**src/rtl/tmrp_pkg.sv**
```systemverilog
// ----------------------------------------------------------------------------
// tmrp_pkg
// Types and codes shared by the tile map row-run patch decoder.
// ----------------------------------------------------------------------------
package tmrp_pkg;

    // Parse position within the patch byte stream (one-hot).
    typedef enum logic [6:0] {
        PH_COUNT = 7'b0000001,
        PH_ROW   = 7'b0000010,
        PH_COL   = 7'b0000100,
        PH_LEN   = 7'b0001000,
        PH_LO    = 7'b0010000,
        PH_HI    = 7'b0100000,
        PH_DONE  = 7'b1000000
    } phase_t;

    // Sequencer: parsing input words, priming the buffer read, emitting a run.
    typedef enum logic [2:0] {
        CTRL_PARSE = 3'b001,
        CTRL_LOAD  = 3'b010,
        CTRL_EMIT  = 3'b100
    } ctrl_t;

    // Width of the cell index carried on the result channel.
    localparam int CELL_W = 9;

endpackage

```
**src/rtl/tmrp_ram.sv**
```systemverilog
// ----------------------------------------------------------------------------
// tmrp_ram
// Generic single-port-write, single-port-read RAM with a registered read.
// ----------------------------------------------------------------------------
module tmrp_ram
#(
    parameter int WIDTH = 16,
    parameter int DEPTH = 20
)
(
    input  logic                                    clk,
    input  logic                                    wr_en,
    input  logic [(DEPTH < 2 ? 1 : $clog2(DEPTH))-1:0] wr_addr,
    input  logic [WIDTH-1:0]                        wr_data,
    input  logic                                    rd_en,
    input  logic [(DEPTH < 2 ? 1 : $clog2(DEPTH))-1:0] rd_addr,
    output logic [WIDTH-1:0]                        rd_data
);

    logic [WIDTH-1:0] mem_reg [DEPTH];
    logic [WIDTH-1:0] rd_data_reg;

    // Write port.
    always_ff @(posedge clk)
    begin
        if (wr_en)
        begin
            mem_reg[wr_addr] <= wr_data;
        end
    end

    // Read port: the data register holds its value until the next read.
    always_ff @(posedge clk)
    begin
        if (rd_en)
        begin
            rd_data_reg <= mem_reg[rd_addr];
        end
    end

    assign rd_data = rd_data_reg;

endmodule

```
**src/rtl/tilemap_row_run_patch_decoder.sv**
```systemverilog
// ----------------------------------------------------------------------------
// tilemap_row_run_patch_decoder
// Parses a row-run patch stream and emits name-table writes, one per word.
// ----------------------------------------------------------------------------
// Throughput: one patch word per cycle while no run completes and the result
// side is not stalled. The word that completes a run of L tiles is followed
// by a stretch in which input is stalled: the LOAD state primes the run buffer
// read, then one write word leaves per cycle while the result side takes it,
// paced by the single buffer read port. A final word with no writes has its
// result loaded straight into the result register.
// Reset clears the parser and sequencer; the run buffer is not cleared.
module tilemap_row_run_patch_decoder
    import tmrp_pkg::*;
#(
    parameter int MAP_ROWS = 18,
    parameter int MAP_COLS = 20
)
(
    input  logic              clk,
    input  logic              rst_n,
    input  logic              patch_valid,
    output logic              patch_stall,
    input  logic [7:0]        patch_byte,
    input  logic              final_byte,
    output logic              result_valid,
    input  logic              result_stall,
    output logic              write_valid,
    output logic [CELL_W-1:0] cell_index,
    output logic [15:0]       tile_word,
    output logic              last_of_run,
    output logic              patch_done,
    output logic              patch_ok
);

    localparam int CNT_W  = $clog2(MAP_COLS + 1);
    localparam int ADDR_W = (MAP_COLS < 2) ? 1 : $clog2(MAP_COLS);

    // Control state.
    ctrl_t             ctrl_reg, ctrl_next;
    phase_t            phase_reg, phase_next;
    logic              rejected_flag_reg, rejected_flag_next;
    logic [7:0]        runs_remaining_reg, runs_remaining_next;
    logic [CNT_W-1:0]  words_gathered_reg, words_gathered_next;
    logic [CNT_W-1:0]  emit_cnt_reg, emit_cnt_next;
    logic              fin_pend_reg, fin_pend_next;
    logic              ok_pend_reg, ok_pend_next;
    logic              out_valid_reg, out_valid_next;

    // Run header and result payload.
    logic [7:0]        run_row_reg, run_row_next;
    logic [7:0]        run_column_reg, run_column_next;
    logic [7:0]        run_length_reg, run_length_next;
    logic [7:0]        low_byte_hold_reg, low_byte_hold_next;
    logic [CELL_W-1:0] run_base_reg, run_base_next;
    logic              out_wv_reg;
    logic [CELL_W-1:0] out_cell_reg;
    logic [15:0]       out_word_reg;
    logic              out_last_reg;
    logic              out_done_reg;
    logic              out_ok_reg;

    // Combinational helpers.
    logic              patch_accept;
    logic              load_ok;
    logic              run_complete;
    logic [8:0]        wg_plus;
    logic [CNT_W-1:0]  emit_cnt_plus;
    logic              emit_last;
    logic              out_load;
    logic              out_wv;
    logic [CELL_W-1:0] out_cell;
    logic [15:0]       out_word;
    logic              out_last;
    logic              out_done;
    logic              out_ok;

    // Run buffer ports.
    logic              ram_wr_en;
    logic [ADDR_W-1:0] ram_wr_addr;
    logic [15:0]       ram_wr_data;
    logic              ram_rd_en;
    logic [ADDR_W-1:0] ram_rd_addr;
    logic [15:0]       ram_rd_data;

    tmrp_ram
    #(
        .WIDTH (16),
        .DEPTH (MAP_COLS)
    )
    u_run_buf
    (
        .clk     (clk),
        .wr_en   (ram_wr_en),
        .wr_addr (ram_wr_addr),
        .wr_data (ram_wr_data),
        .rd_en   (ram_rd_en),
        .rd_addr (ram_rd_addr),
        .rd_data (ram_rd_data)
    );

    // Handshake: the result register may load when empty or being drained.
    assign load_ok       = !out_valid_reg || !result_stall;
    assign patch_stall   = (ctrl_reg != CTRL_PARSE) || !load_ok;
    assign patch_accept  = patch_valid && !patch_stall;
    assign wg_plus       = 9'(words_gathered_reg) + 9'd1;
    assign emit_cnt_plus = emit_cnt_reg + 1'b1;
    assign emit_last     = (9'(emit_cnt_plus) == {1'b0, run_length_reg});

    // Parser, run buffer access and emission sequencer.
    always_comb
    begin
        ctrl_next           = ctrl_reg;
        phase_next          = phase_reg;
        rejected_flag_next  = rejected_flag_reg;
        runs_remaining_next = runs_remaining_reg;
        words_gathered_next = words_gathered_reg;
        emit_cnt_next       = emit_cnt_reg;
        fin_pend_next       = fin_pend_reg;
        ok_pend_next        = ok_pend_reg;
        run_row_next        = run_row_reg;
        run_column_next     = run_column_reg;
        run_length_next     = run_length_reg;
        low_byte_hold_next  = low_byte_hold_reg;
        run_base_next       = run_base_reg;
        run_complete        = 1'b0;
        ram_wr_en           = 1'b0;
        ram_wr_addr         = words_gathered_reg[ADDR_W-1:0];
        ram_wr_data         = {patch_byte, low_byte_hold_reg};
        ram_rd_en           = 1'b0;
        ram_rd_addr         = '0;
        out_load            = 1'b0;
        out_wv              = 1'b0;
        out_cell            = '0;
        out_word            = '0;
        out_last            = 1'b0;
        out_done            = 1'b0;
        out_ok              = 1'b0;

        unique case (ctrl_reg)
            CTRL_PARSE:
            begin
                if (patch_accept)
                begin
                    if (!rejected_flag_reg)
                    begin
                        unique case (phase_reg)
                            PH_COUNT:
                            begin
                                runs_remaining_next = patch_byte;
                                phase_next = (patch_byte != 8'd0) ? PH_ROW : PH_DONE;
                            end
                            PH_ROW:
                            begin
                                run_row_next = patch_byte;
                                phase_next   = PH_COL;
                            end
                            PH_COL:
                            begin
                                run_column_next = patch_byte;
                                phase_next      = PH_LEN;
                            end
                            PH_LEN:
                            begin
                                run_length_next = patch_byte;
                                run_base_next   = CELL_W'(16'(run_row_reg) * 16'(MAP_COLS)
                                                          + 16'(run_column_reg));
                                if (({1'b0, run_row_reg} >= 9'(MAP_ROWS)) ||
                                    ({1'b0, run_column_reg} >= 9'(MAP_COLS)) ||
                                    (patch_byte == 8'd0) ||
                                    ((9'(run_column_reg) + 9'(patch_byte)) > 9'(MAP_COLS)))
                                begin
                                    rejected_flag_next = 1'b1;
                                end
                                else
                                begin
                                    words_gathered_next = '0;
                                    phase_next          = PH_LO;
                                end
                            end
                            PH_LO:
                            begin
                                low_byte_hold_next = patch_byte;
                                phase_next         = PH_HI;
                            end
                            PH_HI:
                            begin
                                ram_wr_en           = 1'b1;
                                words_gathered_next = words_gathered_reg + 1'b1;
                                if (wg_plus >= {1'b0, run_length_reg})
                                begin
                                    run_complete        = 1'b1;
                                    runs_remaining_next = runs_remaining_reg - 8'd1;
                                    phase_next = (runs_remaining_next != 8'd0) ? PH_ROW
                                                                                : PH_DONE;
                                    ctrl_next     = CTRL_LOAD;
                                    fin_pend_next = final_byte;
                                    ok_pend_next  = final_byte && (runs_remaining_next == 8'd0);
                                end
                                else
                                begin
                                    phase_next = PH_LO;
                                end
                            end
                            default:
                            begin
                                // Any word after the last run spoils the patch.
                                rejected_flag_next = 1'b1;
                            end
                        endcase
                    end

                    // Final word: report unless a run emission carries the status.
                    if (final_byte)
                    begin
                        if (!run_complete)
                        begin
                            out_load = 1'b1;
                            out_last = 1'b1;
                            out_done = 1'b1;
                            out_ok   = !rejected_flag_next && (phase_next == PH_DONE);
                        end
                        phase_next          = PH_COUNT;
                        rejected_flag_next  = 1'b0;
                        runs_remaining_next = '0;
                    end
                end
            end
            CTRL_LOAD:
            begin
                ram_rd_en     = 1'b1;
                ram_rd_addr   = '0;
                emit_cnt_next = '0;
                ctrl_next     = CTRL_EMIT;
            end
            CTRL_EMIT:
            begin
                if (load_ok)
                begin
                    out_load = 1'b1;
                    out_wv   = 1'b1;
                    out_cell = run_base_reg + CELL_W'(emit_cnt_reg);
                    out_word = ram_rd_data;
                    if (emit_last)
                    begin
                        out_last  = 1'b1;
                        out_done  = fin_pend_reg;
                        out_ok    = ok_pend_reg;
                        ctrl_next = CTRL_PARSE;
                    end
                    else
                    begin
                        ram_rd_en     = 1'b1;
                        ram_rd_addr   = emit_cnt_plus[ADDR_W-1:0];
                        emit_cnt_next = emit_cnt_plus;
                    end
                end
            end
            default:
            begin
                ctrl_next = CTRL_PARSE;
            end
        endcase
    end

    // Result register occupancy.
    always_comb
    begin
        out_valid_next = out_valid_reg;
        if (out_load)
        begin
            out_valid_next = 1'b1;
        end
        else if (!result_stall)
        begin
            out_valid_next = 1'b0;
        end
    end

    // Control and parse registers.
    always_ff @(posedge clk or negedge rst_n)
    begin
        if (!rst_n)
        begin
            ctrl_reg           <= CTRL_PARSE;
            phase_reg          <= PH_COUNT;
            rejected_flag_reg  <= 1'b0;
            runs_remaining_reg <= '0;
            words_gathered_reg <= '0;
            emit_cnt_reg       <= '0;
            fin_pend_reg       <= 1'b0;
            ok_pend_reg        <= 1'b0;
            out_valid_reg      <= 1'b0;
            run_row_reg        <= '0;
            run_column_reg     <= '0;
            run_length_reg     <= '0;
            low_byte_hold_reg  <= '0;
        end
        else
        begin
            ctrl_reg           <= ctrl_next;
            phase_reg          <= phase_next;
            rejected_flag_reg  <= rejected_flag_next;
            runs_remaining_reg <= runs_remaining_next;
            words_gathered_reg <= words_gathered_next;
            emit_cnt_reg       <= emit_cnt_next;
            fin_pend_reg       <= fin_pend_next;
            ok_pend_reg        <= ok_pend_next;
            out_valid_reg      <= out_valid_next;
            run_row_reg        <= run_row_next;
            run_column_reg     <= run_column_next;
            run_length_reg     <= run_length_next;
            low_byte_hold_reg  <= low_byte_hold_next;
        end
    end

    // Payload registers.
    always_ff @(posedge clk)
    begin
        run_base_reg <= run_base_next;
        if (out_load)
        begin
            out_wv_reg   <= out_wv;
            out_cell_reg <= out_cell;
            out_word_reg <= out_word;
            out_last_reg <= out_last;
            out_done_reg <= out_done;
            out_ok_reg   <= out_ok;
        end
    end

    assign result_valid = out_valid_reg;
    assign write_valid  = out_wv_reg;
    assign cell_index   = out_cell_reg;
    assign tile_word    = out_word_reg;
    assign last_of_run  = out_last_reg;
    assign patch_done   = out_done_reg;
    assign patch_ok     = out_ok_reg;

    // A word that completes a run always starts the buffer read-out.
    a_complete_starts_emit: assert property (@(posedge clk) disable iff (!rst_n)
        (patch_accept && run_complete) |=> (ctrl_reg == CTRL_LOAD))
        else $error("completed run did not start emission");

    // The emission counter never passes the run length.
    a_emit_in_range: assert property (@(posedge clk) disable iff (!rst_n)
        (ctrl_reg == CTRL_EMIT) |-> (9'(emit_cnt_reg) < {1'b0, run_length_reg}))
        else $error("emission index beyond run length");

    // While gathering, the word count stays below the accepted run length.
    a_gather_in_range: assert property (@(posedge clk) disable iff (!rst_n)
        (!rejected_flag_reg && ((phase_reg == PH_LO) || (phase_reg == PH_HI)))
        |-> (9'(words_gathered_reg) < {1'b0, run_length_reg}))
        else $error("gathered word count beyond run length");

    // Status flags only travel on the closing result of a patch word.
    a_done_is_last: assert property (@(posedge clk) disable iff (!rst_n)
        (result_valid && (patch_done || patch_ok)) |-> (last_of_run && patch_done))
        else $error("patch status on a result that does not close its word");

    // A write is only ever presented while the sequencer is draining a run.
    a_write_from_emit: assert property (@(posedge clk) disable iff (!rst_n)
        (out_load && out_wv) |-> (ctrl_reg == CTRL_EMIT))
        else $error("write result loaded outside emission");

endmodule

```
**config.mk**
```make
export PLATFORM = sky130hd
export DESIGN_NAME = tilemap_row_run_patch_decoder
export DESIGN_NICKNAME = d
export VERILOG_FILES = /design/src/rtl/tmrp_pkg.sv /design/src/rtl/tmrp_ram.sv /design/src/rtl/tilemap_row_run_patch_decoder.sv
export SDC_FILE = /design/constraint.sdc
export NUM_CORES = 1
export LEC_CHECK = 0
export BUFFER_PORTS_ARGS = -buffer_cell sky130_fd_sc_hd__buf_2
export CORE_ASPECT_RATIO = 0.75
export CORE_UTILIZATION = 24
export CTS_CLUSTER_SIZE = 40
export DETAILED_ROUTE_END_ITERATION = 10
export PLACE_DENSITY = 0.41
export SETUP_SLACK_MARGIN = 0.05
export SLEW_MARGIN = 0
export SYNTH_ARGS = -nofsm -noshare
export SYNTH_HDL_FRONTEND = slang
export SYNTH_SLANG_ARGS = --single-unit
```
**constraint.sdc**
```tcl
create_clock -name clk -period 4.01 [get_ports clk]
set_input_delay 0.2005 -clock clk [delete_from_list [all_inputs] [get_ports clk]]
set_output_delay 0.2005 -clock clk [all_outputs]
set_load 0.005 [all_outputs]
```
== Word-level counts from Yosys, hierarchy flattened ==
Memories as Yosys holds them, arrays and structs flattened. A register that Yosys moved wholly into a read port is not among the register bits.
Index checks and enable logic that the tools add are counted.

* Bits in registers: 102
* Output and inout port bits: 31
* Input bits: 13
* Memories kept: 1
* Bits in writable memories: 320

{| class="wikitable"
|+ Memories
! name !! words !! width !! rd ports !! clocked after Yosys merged registers in !! wr ports !! RTL line !! RTL
|-
| u_run_buf.mem_reg || 20 || 16 || 1 || 1 || 1 || tmrp_ram.sv:20 || <nowiki>logic [WIDTH-1:0] mem_reg [DEPTH];</nowiki>
|}

* Equality and inequality tests: 23
* $add $sub $neg: 7
* $mul: 1
* Mux-type cells: 67
* Bitwise gates (word level): 1
* Magnitude comparators: 4
* Reduce and logical (&&, ||, !) cells: 32

{| class="wikitable"
|+ Operators with widths
! operator !! count
|-
| $mux W7 || 8
|-
| $pmux W7 S6 || 1
|-
| $mux W1 || 33
|-
| $mux W5 || 6
|-
| $mux W8 || 3
|-
| $pmux W5 S2 || 2
|-
| $mux W3 || 6
|-
| $ge A8 B5 Y1 const B || 2
|-
| $logic_not A8 Y1 || 2
|-
| $ne A2 B2 Y1 const B || 8
|-
| $pmux W8 S2 || 1
|-
| $reduce_and A4 Y1 || 4
|-
| $reduce_bool A8 Y1 || 2
|-
| $reduce_and A5 Y1 || 3
|-
| $pmux W1 S2 || 6
|-
| $add A5 B1 Y5 const B || 2
|-
| $add A8 B8 Y9 || 1
|-
| $add A9 B5 Y9 || 1
|-
| $add A9 B8 Y9 || 1
|-
| $gt A9 B5 Y1 const B || 1
|-
| $pmux W3 S3 || 1
|-
| $eq A5 B8 Y1 || 1
|-
| $ge A6 B8 Y1 || 1
|-
| $mul A8 B3 Y7 const B || 1
|-
| 25 further kinds || 38
|}

== Longest topological paths before layout ==
Gate-level depths: netlist of the first run.

* Depth in word-level cells: 15
* Gate-level depth with buffers: 11
* Depth with buffers taken out: 10

== By module ==
From an unflattened synthesis of the first run, not the netlist that was laid out.

* Cell total of the unflattened synthesis: 1192
* Area total of the unflattened synthesis: 18521.5 µm²

{| class="wikitable"
|+ Modules (own cells, without submodules)
! module !! instances !! seq. area each (µm²) !! area each (µm²) !! cells an instance
|-
| tmrp_ram || 1 || 10089.7 || 12941.2 || 682
|-
| tilemap_row_run_patch_decoder || 1 || 2745.1 || 5580.4 || 510
|}

== Worst setup path before layout of the first run ==
OpenSTA, ideal clock, no wires.

* Path type: register to register
* Start: register words_gathered_reg[0], in the netlist ram_wr_addr[0]
* End: register out_cell_reg[0], in the netlist cell_index[0] (enable)
* Clock period less this slack: 3026 ps
* Required time: 3623 ps
* Buffers on the path: 0
* Cell stages (with the launch flop): 10
* Slack: 984 ps
* Data arrival time: 2639 ps
* Library setup time: 387 ps
* Cell sequence: dfrtp_1 ha_1 xor2_1 ha_1 a211o_1 a31oi_1 o32ai_1 nand2b_1 o21ai_0 nand2_1

* Longest elaborated chain between the ends: 11

{| class="wikitable"
|+ RTL lines
! element !! RTL line !! RTL
|-
| from (decl) || tilemap_row_run_patch_decoder.sv:43 || <nowiki>logic [CNT_W-1:0] words_gathered_reg, words_gathered_next;</nowiki>
|-
| from (signal assigned) || tilemap_row_run_patch_decoder.sv:304 || <nowiki>words_gathered_reg <= words_gathered_next;</nowiki>
|-
| $add A5 B1 Y6 || tilemap_row_run_patch_decoder.sv:105 || <nowiki>assign wg_plus = 9'(words_gathered_reg) + 9'd1;</nowiki>
|-
| $ge A6 B8 Y1 || tilemap_row_run_patch_decoder.sv:189 || <nowiki>if (wg_plus >= {1'b0, run_length_reg})</nowiki>
|-
| $mux W1 || tilemap_row_run_patch_decoder.sv:189 ||
|-
| $mux W1 || tilemap_row_run_patch_decoder.sv:146 || <nowiki>unique case (phase_reg)</nowiki>
|-
| $mux W1 || tilemap_row_run_patch_decoder.sv:144 || <nowiki>if (!rejected_flag_reg)</nowiki>
|-
| $mux W1 || tilemap_row_run_patch_decoder.sv:142 || <nowiki>if (patch_accept)</nowiki>
|-
| $mux W1 || tilemap_row_run_patch_decoder.sv:139 || <nowiki>unique case (ctrl_reg)</nowiki>
|-
| $mux W1 || tilemap_row_run_patch_decoder.sv:215 || <nowiki>if (!run_complete)</nowiki>
|-
| $mux W1 || tilemap_row_run_patch_decoder.sv:213 || <nowiki>if (final_byte)</nowiki>
|-
| $mux W1 || tilemap_row_run_patch_decoder.sv:142 ||
|-
| $pmux W1 S2 || tilemap_row_run_patch_decoder.sv:139 ||
|-
| named net out_load || tilemap_row_run_patch_decoder.sv:69 || <nowiki>logic out_load;</nowiki>
|-
| to (signal assigned) || tilemap_row_run_patch_decoder.sv:323 || <nowiki>out_cell_reg <= out_cell;</nowiki>
|-
| to (decl) || tilemap_row_run_patch_decoder.sv:56 || <nowiki>logic [CELL_W-1:0] out_cell_reg;</nowiki>
|}

The timed path passes the listed nets, and every way through them passes these cells. The select of a mux whose other input is x is not followed.
A chain may end at the register's enable or synchronous reset.

== Worst setup path in the final report of the first run ==
* Start: register words_gathered_reg[0], in the netlist ram_wr_addr[0]
* End: register out_last_reg, in the netlist last_of_run (data pin)

* Longest elaborated chain between the ends: 11

{| class="wikitable"
|+ RTL lines
! element !! RTL line !! RTL
|-
| $add A5 B1 Y6 || tilemap_row_run_patch_decoder.sv:105 ||
|-
| $ge A6 B8 Y1 || tilemap_row_run_patch_decoder.sv:189 ||
|-
| $mux W1 || tilemap_row_run_patch_decoder.sv:189 ||
|-
| $mux W1 || tilemap_row_run_patch_decoder.sv:146 ||
|-
| $mux W1 || tilemap_row_run_patch_decoder.sv:144 ||
|-
| $mux W1 || tilemap_row_run_patch_decoder.sv:142 ||
|-
| $mux W1 || tilemap_row_run_patch_decoder.sv:139 ||
|-
| $mux W1 || tilemap_row_run_patch_decoder.sv:215 ||
|-
| $mux W1 || tilemap_row_run_patch_decoder.sv:213 ||
|-
| $mux W1 || tilemap_row_run_patch_decoder.sv:142 ||
|-
| $pmux W1 S2 || tilemap_row_run_patch_decoder.sv:139 ||
|-
| named net out_last || tilemap_row_run_patch_decoder.sv:73 || <nowiki>logic out_last;</nowiki>
|-
| to (signal assigned) || tilemap_row_run_patch_decoder.sv:325 || <nowiki>out_last_reg <= out_last;</nowiki>
|-
| to (decl) || tilemap_row_run_patch_decoder.sv:58 || <nowiki>logic out_last_reg;</nowiki>
|}

The timed path passes the listed nets, and every way through them passes these cells. The select of a mux whose other input is x is not followed.

==> key figures, run 1 <==
Final layout
  – Final nets: 1373
  – Sequential cell area: 12800 µm²
  – Multi-input logic area: about 5600 µm²
  – Share of layout cells above drive strength 1: between 10% and 20%
  – Area added between synthesis and finish: 17.0%
  – Number of fill cells in the layout: between 7000 and 8000
  – Number of flip-flops under the largest register name: 320

CTS
  – TritonCTS clock tree: built
  – Clock sink count: between 400 and 500
  – Clock latency on the worst-skew pair: 580 ps
  – CTS buffer count: 44
  – Clock root buffer: sky130_fd_sc_hd__clkbuf_16
  – Clk buf depth: 3
  – Quantity of gates resized following cts: 0
  – H-tree levels: 2
  – Clock-pin slew on the worst setup and hold paths: around 70 ps

Timing
  – Highest attainable clock frequency: around 290 MHz
  – Max-slew violation total from the final report: 0
  – Final worst path period share: a little under nine tenths
  – Final Setup Violations: 0
  – Relative max-transition margin: roughly a third
  – Unrepaired setup endpoints after global routing: no
  – Measured slew at the worst slew-check pin: just under 1000 ps
  – Clock Skews: between 30 and 40 ps
  – Final total negative setup slack: 0 ps
  – Post-layout min period: about 3400 ps
  – Number of failing hold endpoints at the final stage: 0

Critical path
  – Largest delay contributor family on the critical path: compound AO/OA/AOI/OAI gates
  – Category of the worst setup path launch point: flip-flop
  – Slack of the worst reg-to-reg path: 600 ps
  – Worst Path Required: about 4200 ps
  – Maximum fanout along the worst path: 7
  – Reg2Reg Launch Point: ram_wr_addr[0]$_DFFE_PN0P_
  – Ordered list of cells on the worst path: ha_1, nand3_1, xnor2_1, ha_1, a21oi_1, o32ai_1, nand2b_1, o21ai_0, o21ai_0
  – Endpoint of the lowest-slack register-to-register path: last_of_run$_DFFE_PP_
  – R2r worst-path depth: 9
  – CP peak stage delay: around 520 ps
  – Category of the critical setup timing path: flip-flop to flip-flop
  – Worst-path cell with the longest stage delay: sky130_fd_sc_hd__o21ai_0
  – Nature of the critical path endpoint: flip-flop
  – Worst endpoint data arrival time: ~3600 ps
  – Buffers & Inverters on Critical Path: 0

Place
  – Half-perimeter wire length of the detailed placement result: between 30000 and 40000 µm
  – I/O Buffers: 43
  – Final RePlAce weighted congestion: about 0.77

Power and ir drop
  – Combinational group share of total power: between 20 and 25%
  – Total design power: around 12 mW
  – Relative contribution of sequential cells to total power: a little over two fifths
  – Worst vdd ir: roughly 310 µV
  – Clock network fraction of total power: roughly a third
  – Power density over cell area: between 500 and 600 nW/µm²
  – P_int: about 8.6 mW
  – Net switching share of the total power: slightly below 30%
  – Sw power: between 3 and 4 mW
  – LEAKAGE: 8.17 nW

GRT
  – Grt ovf: 0
  – Global-route wire length before repair: just under 80000 µm
  – Antenna violations before repair: 2
  – Maximum number of pins on one net before global-route repair: 76
  – GRT Resource Usage Total: about 13%
  – Via count of the first global-routing pass: between 10000 and 15000

Synthesis
  – EDFF count, synth: ~370
  – Count of unique library cells instantiated by Yosys: 76
  – Async S/R FF share, synth: 14.6%
  – Number of synthesis warnings: 0
  – Net count after synthesis: 1294
  – FF+latch count, synth: ~440
  – Post-synthesis instance area: about 19000 µm²
  – Most used flip-flop cell after synthesis: sky130_fd_sc_hd__edfxtp_1
  – Avg Inst Size Synth: between 15 and 20 µm²
  – Cells after Synth: between 1000 and 1500
  – Sequential cell area fraction in the yosys report: around 68%

Min path
  – Worst Hold Endpoint: run_row_reg[1]$_DFFE_PN0P_
  – Hold crit path type: input port to flip-flop
  – Startpoint of the most critical hold path: patch_byte[1]
  – Worst Hold Depth: 3

Drt
  – Met2 Wirelength: approximately 22000 µm
  – Remaining antenna violation count after routing: 0
  – Uppermost layer routed: met4
  – Detailed-router iteration count before antenna repair: 4
  – Remaining DRCs: 0
  – Post-DR vias/cell: around 4.6
  – Sum of routed wire segments on met1: about 27000 µm
  – Wire length on met3: between 2000 and 2500 µm
  – Routed length per instance: approximately 22 µm
  – Via count: 10905
  – Starting DRC count in detailed routing: approximately 740
  – Routed wire length: approximately 52000 µm

Die
  – Initial Utilization: between 20% and 30%
  – Area of the placeable core: 77300 µm²
  – Die outline area: approximately 80000 µm²
  – Die H: between 200 and 250 µm
  – Die Span X: ~330 µm
  – Cell row count: a little under 90
  – Number of I/O pins: 44

Run
  – Number of maximum-capacitance constraint violations: 0

Status
  – Status: complete, no violations
-- logic make-up (layout without fill, tap and decap cells) --
logic type,after synthesis,after routing,share of synthesized area (%)
AO/OA/AOI/OAI,197,197,7.57
XOR/XNOR,33,33,1.68
adder cells (fa/ha/maj),43,43,3.01
buffers and inverters,105,220,2.30
flip-flops,438,438,68.0
multiplexers,107,107,9.13
other,0,1,0
AND/OR/NAND/NOR,315,315,8.26
-- how the worst max path moves through the flow --
stage,depth (start not counted),to,from
after floorplan,9,cell_index[0]$_SDFFCE_PN0P_,ram_wr_addr[0]$_DFFE_PN0P_
after global placement,9,last_of_run$_DFFE_PP_,ram_wr_addr[0]$_DFFE_PN0P_
after detailed placement,9,last_of_run$_DFFE_PP_,ram_wr_addr[0]$_DFFE_PN0P_
after CTS,11,result_valid$_DFFE_PN0P_,ram_wr_addr[0]$_DFFE_PN0P_
after global routing,11,result_valid$_DFFE_PN0P_,ram_wr_addr[0]$_DFFE_PN0P_
final,9,last_of_run$_DFFE_PP_,ram_wr_addr[0]$_DFFE_PN0P_
-- cell usage after synthesis (all sizes together), types with 4 or more instances --
cell	count	share of area, %
inv	42	0.84
nor2	93	1.9
nor3b	5	0.32
a221oi	16	0.78
nor4	5	0.20
nor2b	7	0.23
o31ai	5	0.20
nor3	26	0.72
a311o	16	0.85
a21o	13	0.52
clkbuf	30	0.60
and2	19	0.63
a22o	9	0.42
a211oi	4	0.16
o21ai	38	1.0
dfrtp	62	8.2
mux2	27	1.6
o22a	16	0.74
buf	32	0.85
mux4	49	5.9
ha	39	2.6
xor2	12	0.60
fa	4	0.42
nand2b	9	0.30
nand3	42	1.1
xnor2	20	0.97
mux2i	31	1.6
or4	4	0.16
nand4b	5	0.23
a31oi	16	0.53
a21oi	35	0.93
o2111ai	4	0.19
a32o	5	0.27
nand2	81	1.6
edfxtp	374	60
-- per-stage QoR --
step                utilization, %  area (µm²)  worst slack (ps)  std cells  hold slack [ps]
global route                  28.6       22100               232       2388              205
floorplan                        -       18900               984       1238            -95.1
CTS                           28.6       22100               609       2388              192
detailed placement            26.6       20600               595       2303              405
finish                        28.6       22100               599       2389              204
global placement              26.6       20600               666       2303              407
-- cell usage in the layout (no fill, tap or decap), drive strengths merged, types with 7 or more instances in the layout --
cell | synthesis | routed
mux2i | 31 | 31
ha | 39 | 39
nor2 | 93 | 93
edfxtp | 374 | 374
xnor2 | 20 | 20
dfrtp | 62 | 62
a21oi | 35 | 35
nand3 | 42 | 42
nand2 | 81 | 81
nand2b | 9 | 9
clkinv | 1 | 22
buf | 32 | 92
mux4 | 49 | 49
a21o | 13 | 13
a221oi | 16 | 16
o22a | 16 | 16
xor2 | 12 | 12
nor3 | 26 | 26
a311o | 16 | 16
nor2b | 7 | 7
inv | 42 | 42
and2 | 19 | 19
a22o | 9 | 9
mux2 | 27 | 27
o21ai | 38 | 38
clkbuf | 30 | 55
a31oi | 16 | 16
-- per-layer routing --
layer  GRT usage (%)  vias up
li1                -     4960
met1            19.7     5658
met2            19.6      227
met3            2.05       60
met4            1.97        0
met5               0        -
-- cell type report --
class                      instances  share of cell area, %
inverter                          43                  0.731
tap                             1035                   5.87
sequential                       438                   58.2
antenna                            1                 0.0113
clock buffer                      55                   5.32
timing repair buffer              95                   3.00
multi-input combinational        695                   25.6
clock inverter                    27                   1.33
-- power groups by stage --
| stage | registers (mW) | clock network, mW | logic (mW) |
|---|---|---|---|
| final | 5.27 | 4.22 | 2.77 |
| after global routing | 5.29 | 4.51 | 3.00 |
| after CTS | 5.27 | 4.35 | 2.83 |
| after detailed placement | 5.36 | 0 | 2.82 |
| after global placement | 5.36 | 0 | 2.83 |
| after floorplan | 5.28 | 0 | 1.75 |
-- timing repair --
item	in CTS	in global routing
setup buffers	0	0
hold endpoints to repair	35	0
hold buffers	3	0
-- worst min-delay path, cell delays in order --
cell                      delay (ps)
sky130_fd_sc_hd__buf_2           310
sky130_fd_sc_hd__nand2_1         130
sky130_fd_sc_hd__o21ai_0          70
(Power assumes the default switching activity.)
==> run 2, diff against run 1 <==
ABC_AREA = 1   (was unset)
CTS_BUF_LIST = sky130_fd_sc_hd__clkbuf_8   (was unset)
==> run 2 against run 1 <==
Against the previous run: non-clock buffer count is 7 higher; global-route usage grew 1.2 points; routed wire length rose by 18%; hold slack worse by 130 ps; critical path type unchanged; synthesized cell count increased by 61%; first-iteration DRC count up 34%; clock-buffer cell count up 29; core utilization is 0.48 points lower; synthesized area rose by 8.2%.
==> key figures, run 2 <==
Timing
  – Measured slew at the worst slew-check pin: about 1200 ps
  – Highest attainable clock frequency: a little under 300 MHz
  – Unrepaired setup endpoints after global routing: no
  – Max-slew violation total from the final report: 0
  – Relative max-transition margin: between 20% and 30%
  – Number of failing hold endpoints at the final stage: 0
  – Final total negative setup slack: 0 ps
  – Final worst path period share: between 80 and 90%
  – Post-layout min period: 3380 ps
  – Clock Skews: roughly 42 ps
  – Final Setup Violations: 0

Critical path
  – Largest delay contributor family on the critical path: simple AND/OR/NAND/NOR gates
  – Worst-path cell with the longest stage delay: sky130_fd_sc_hd__buf_4
  – Maximum fanout along the worst path: between 40 and 50
  – Buffers & Inverters on Critical Path: 3
  – Critical Path Most Common Cell: sky130_fd_sc_hd__nand2_1
  – Nature of the critical path endpoint: flip-flop
  – Category of the worst setup path launch point: flip-flop
  – Ordered list of cells on the worst path: ha_1, inv_1, nand2_1, nand2_1, nand3_1, nor2_4, nand4_4, nand3_4, buf_4, buf_4, nand2_1, nand3_1, nand3_1, nand3_1, nand2_1, nand2_1, nand2_1
  – CP peak stage delay: about 560 ps
  – Worst Path Required: around 4500 ps
  – Worst endpoint data arrival time: between 3000 and 4000 ps
  – Category of the critical setup timing path: flip-flop to flip-flop

Final layout
  – Final nets: about 2100
  – Area added between synthesis and finish: 15.8%
  – Most frequent cells in the layout: 374 x sky130_fd_sc_hd__edfxtp_1, 324 x sky130_fd_sc_hd__inv_1, 316 x sky130_fd_sc_hd__nand2_1, 217 x sky130_fd_sc_hd__nand3_1, 173 x sky130_fd_sc_hd__nor2_1
  – Final Instance Area: ~24000 µm²
  – Most frequent standard cell in the layout excluding fill and tap cells: sky130_fd_sc_hd__edfxtp_1
  – Share of layout cells above drive strength 1: 12.2%
  – Number of flip-flops under the largest register name: between 300 and 400
  – Number of cells in the finished layout apart from fillers: ~3300

Drt
  – Detailed-router iteration count before antenna repair: 5
  – Remaining antenna violation count after routing: 0
  – Via count: about 15000
  – Starting DRC count in detailed routing: 990
  – Post-DR vias/cell: 4.45
  – Routed wire length: between 60000 and 70000 µm
  – Remaining DRCs: 0
  – Routed length per instance: approximately 19 µm

Power and ir drop
  – LEAKAGE: 9.89 nW
  – Sw power: 3.90 mW
  – Combinational group share of total power: a little over a fifth
  – Power density over cell area: about 510 nW/µm²
  – Net switching share of the total power: 32.1%
  – Relative contribution of sequential cells to total power: a little over two fifths
  – Worst vdd ir: between 200 and 250 µV
  – Clock network fraction of total power: between 30% and 40%
  – P_int: 8.23 mW

Die
  – Cell row count: 92
  – Number of I/O pins: 44
  – Die H: 255 µm
  – Initial Utilization: between 20% and 30%
  – Die Span X: around 340 µm
  – Die outline area: 86200 µm²
  – Area of the placeable core: between 80000 and 90000 µm²

Synthesis
  – Largest cells by area after synthesis: sky130_fd_sc_hd__edfxtp_1 55%, sky130_fd_sc_hd__dfrtp_1 7.6%, sky130_fd_sc_hd__nand2_1 5.8%, sky130_fd_sc_hd__inv_1 5.5%, sky130_fd_sc_hd__nand3_1 5.3%
  – Commonest cells in the synthesized netlist: 374 x sky130_fd_sc_hd__edfxtp_1, 316 x sky130_fd_sc_hd__nand2_1, 299 x sky130_fd_sc_hd__inv_1
  – Async S/R FF share, synth: about 15%
  – FF+latch count, synth: approximately 440
  – Number of synthesis warnings: 0
  – EDFF count, synth: 374
  – Leading area contributor after synthesis: sky130_fd_sc_hd__edfxtp_1
  – Most used flip-flop cell after synthesis: sky130_fd_sc_hd__edfxtp_1
  – Count of unique library cells instantiated by Yosys: 41
  – Leading cell type by number of instances after synthesis: sky130_fd_sc_hd__edfxtp_1
  – Share of Yosys cell area claimed by the top area cell type: 55.0%
  – Net count after synthesis: a little over 2000
  – Sequential cell area fraction in the yosys report: between 60 and 70%
  – Cells after Synth: ~2000
  – Avg Inst Size Synth: 10.2 µm²
  – Post-synthesis instance area: 20400 µm²

CTS
  – Clock root buffer: sky130_fd_sc_hd__clkbuf_8
  – Clock-pin slew on the worst setup and hold paths: 70 ps
  – Quantity of gates resized following cts: 0
  – CTS buffer count: 76
  – Clock latency on the worst-skew pair: a little over 700 ps
  – TritonCTS clock tree: built
  – Clk buf depth: 3
  – CTS hold repair buffers: 4
  – Clock sink count: between 400 and 500
  – Post-CTS Setup Bufs: 0
  – H-tree levels: 3

Min path
  – Hold crit path type: input port to flip-flop

Place
  – Half-perimeter wire length of the detailed placement result: ~38000 µm
  – Final RePlAce weighted congestion: slightly above 0.8
  – Placed Cells incl. Taps: ~3100
  – I/O Buffers: 43
  – Area of placed instances: between 20000 and 25000 µm²

GRT
  – Via count of the first global-routing pass: about 14000
  – Global-route wire length before repair: between 90000 and 100000 µm
  – Antenna violations before repair: 4
  – Grt ovf: 0
  – GRT Resource Usage Total: about 14%
  – Maximum number of pins on one net before global-route repair: roughly 160

Status
  – Status: complete, no violations

Run
  – Number of maximum-capacitance constraint violations: 0
## run 2: cell count changes after synthesis, moves of 17 or more
cell / change
sky130_fd_sc_hd__or2_2: +30
sky130_fd_sc_hd__nand4_1: +138
sky130_fd_sc_hd__mux2i_1: -31
sky130_fd_sc_hd__and2_1: -18
sky130_fd_sc_hd__nor3_1: -17
sky130_fd_sc_hd__nor2_1: +89
sky130_fd_sc_hd__buf_2: +25
sky130_fd_sc_hd__nand2_1: +236
sky130_fd_sc_hd__inv_1: +257
sky130_fd_sc_hd__o21ai_0: +71
sky130_fd_sc_hd__mux4_2: -49
sky130_fd_sc_hd__nand3_1: +175
## run 2: power by group through the flow
stage / sequential (mW) / clock, mW / combinational [mW]
final: 5.28 / 4.25 / 2.61
after detailed placement: 5.38 / 0 / 2.64
after floorplan: 5.32 / 0 / 1.73
after global placement: 5.39 / 0 / 2.63
after CTS: 5.29 / 4.38 / 2.65
after global routing: 5.29 / 4.58 / 2.92
## run 2: worst paths after layout
| path | startpoint | to | slack (ps) | depth (start not counted) |
|---|---|---|---|---|
| hold / removal | patch_byte[5] | u_run_buf.mem_reg[1][13]$_DFFE_PP_ | 80 | 1 |
| min in group asynchronous | rst_n | fin_pend_reg$_DFFE_PN0P_ | 180 | 2 |
| setup reg to reg | emit_cnt_reg[0]$_DFFE_PN0P_ | u_run_buf.rd_data[8]$_DFFE_PP_ | 630 | 17 |
| hold reg to reg | fin_pend_reg$_DFFE_PN0P_ | fin_pend_reg$_DFFE_PN0P_ | 480 | 2 |
| max in group asynchronous | rst_n | ctrl_reg[0]$_DFFE_PN1P_ | 2860 | 3 |
| setup / recovery | emit_cnt_reg[0]$_DFFE_PN0P_ | u_run_buf.rd_data[8]$_DFFE_PP_ | 630 | 17 |
## run 2: per-stage QoR
stage                     hold WS [ps]  power [mW]  setup WS, ps  util (%)
after floorplan                  -95.1        7.05           881         -
after global placement             356        8.02           717      26.2
after detailed placement           372        8.02           645      26.2
after CTS                         22.5        12.3           647      28.1
after global routing              28.6        12.8           449      28.1
final                             77.5        12.1           626      28.1
## run 2: cell families after synthesis
kind of cell    after synthesis  synth area share (%)
compound gates              166                  4.38
simple gates                915                  20.9
flops                       438                  62.9
xor+xnor                     24                  1.03
buf+inv                     407                  7.98
fa+ha+maj                    43                  2.78
## run 2: cell type report
class	count	area (µm²)
tap	1128	1410
clock buffer	84	1160
inverter	306	1150
sequential	438	12800
clock inverter	55	388
multi-input combinational	1148	5960
antenna	1	2.50
timing repair buffer	102	718
fill	8805	60500
## run 2: worst register-to-register path: stages (launching register included)
cell and delay (ps):
sky130_fd_sc_hd__dfrtp_1 490, sky130_fd_sc_hd__ha_1 420, sky130_fd_sc_hd__inv_1 80, sky130_fd_sc_hd__nand2_1 50, sky130_fd_sc_hd__nand2_1 60, sky130_fd_sc_hd__nand3_1 120, sky130_fd_sc_hd__nor2_4 150, sky130_fd_sc_hd__nand4_4 200
sky130_fd_sc_hd__nand3_4 120, sky130_fd_sc_hd__buf_4 560, sky130_fd_sc_hd__buf_4 360, sky130_fd_sc_hd__nand2_1 80, sky130_fd_sc_hd__nand3_1 70, sky130_fd_sc_hd__nand3_1 70, sky130_fd_sc_hd__nand3_1 150, sky130_fd_sc_hd__nand2_1 80
sky130_fd_sc_hd__nand2_1 70, sky130_fd_sc_hd__nand2_1 50
## run 2: layer usage
layer / share of wire, % / global-route usage, % / vias up
li1: - / - / 6953
met1: 49 / 20.1 / 7120
met2: 44 / 21.7 / 322
met3: 4.5 / 2.79 / 111
met4: 2.6 / 4.62 / 0
met5: 0 / 0 / -
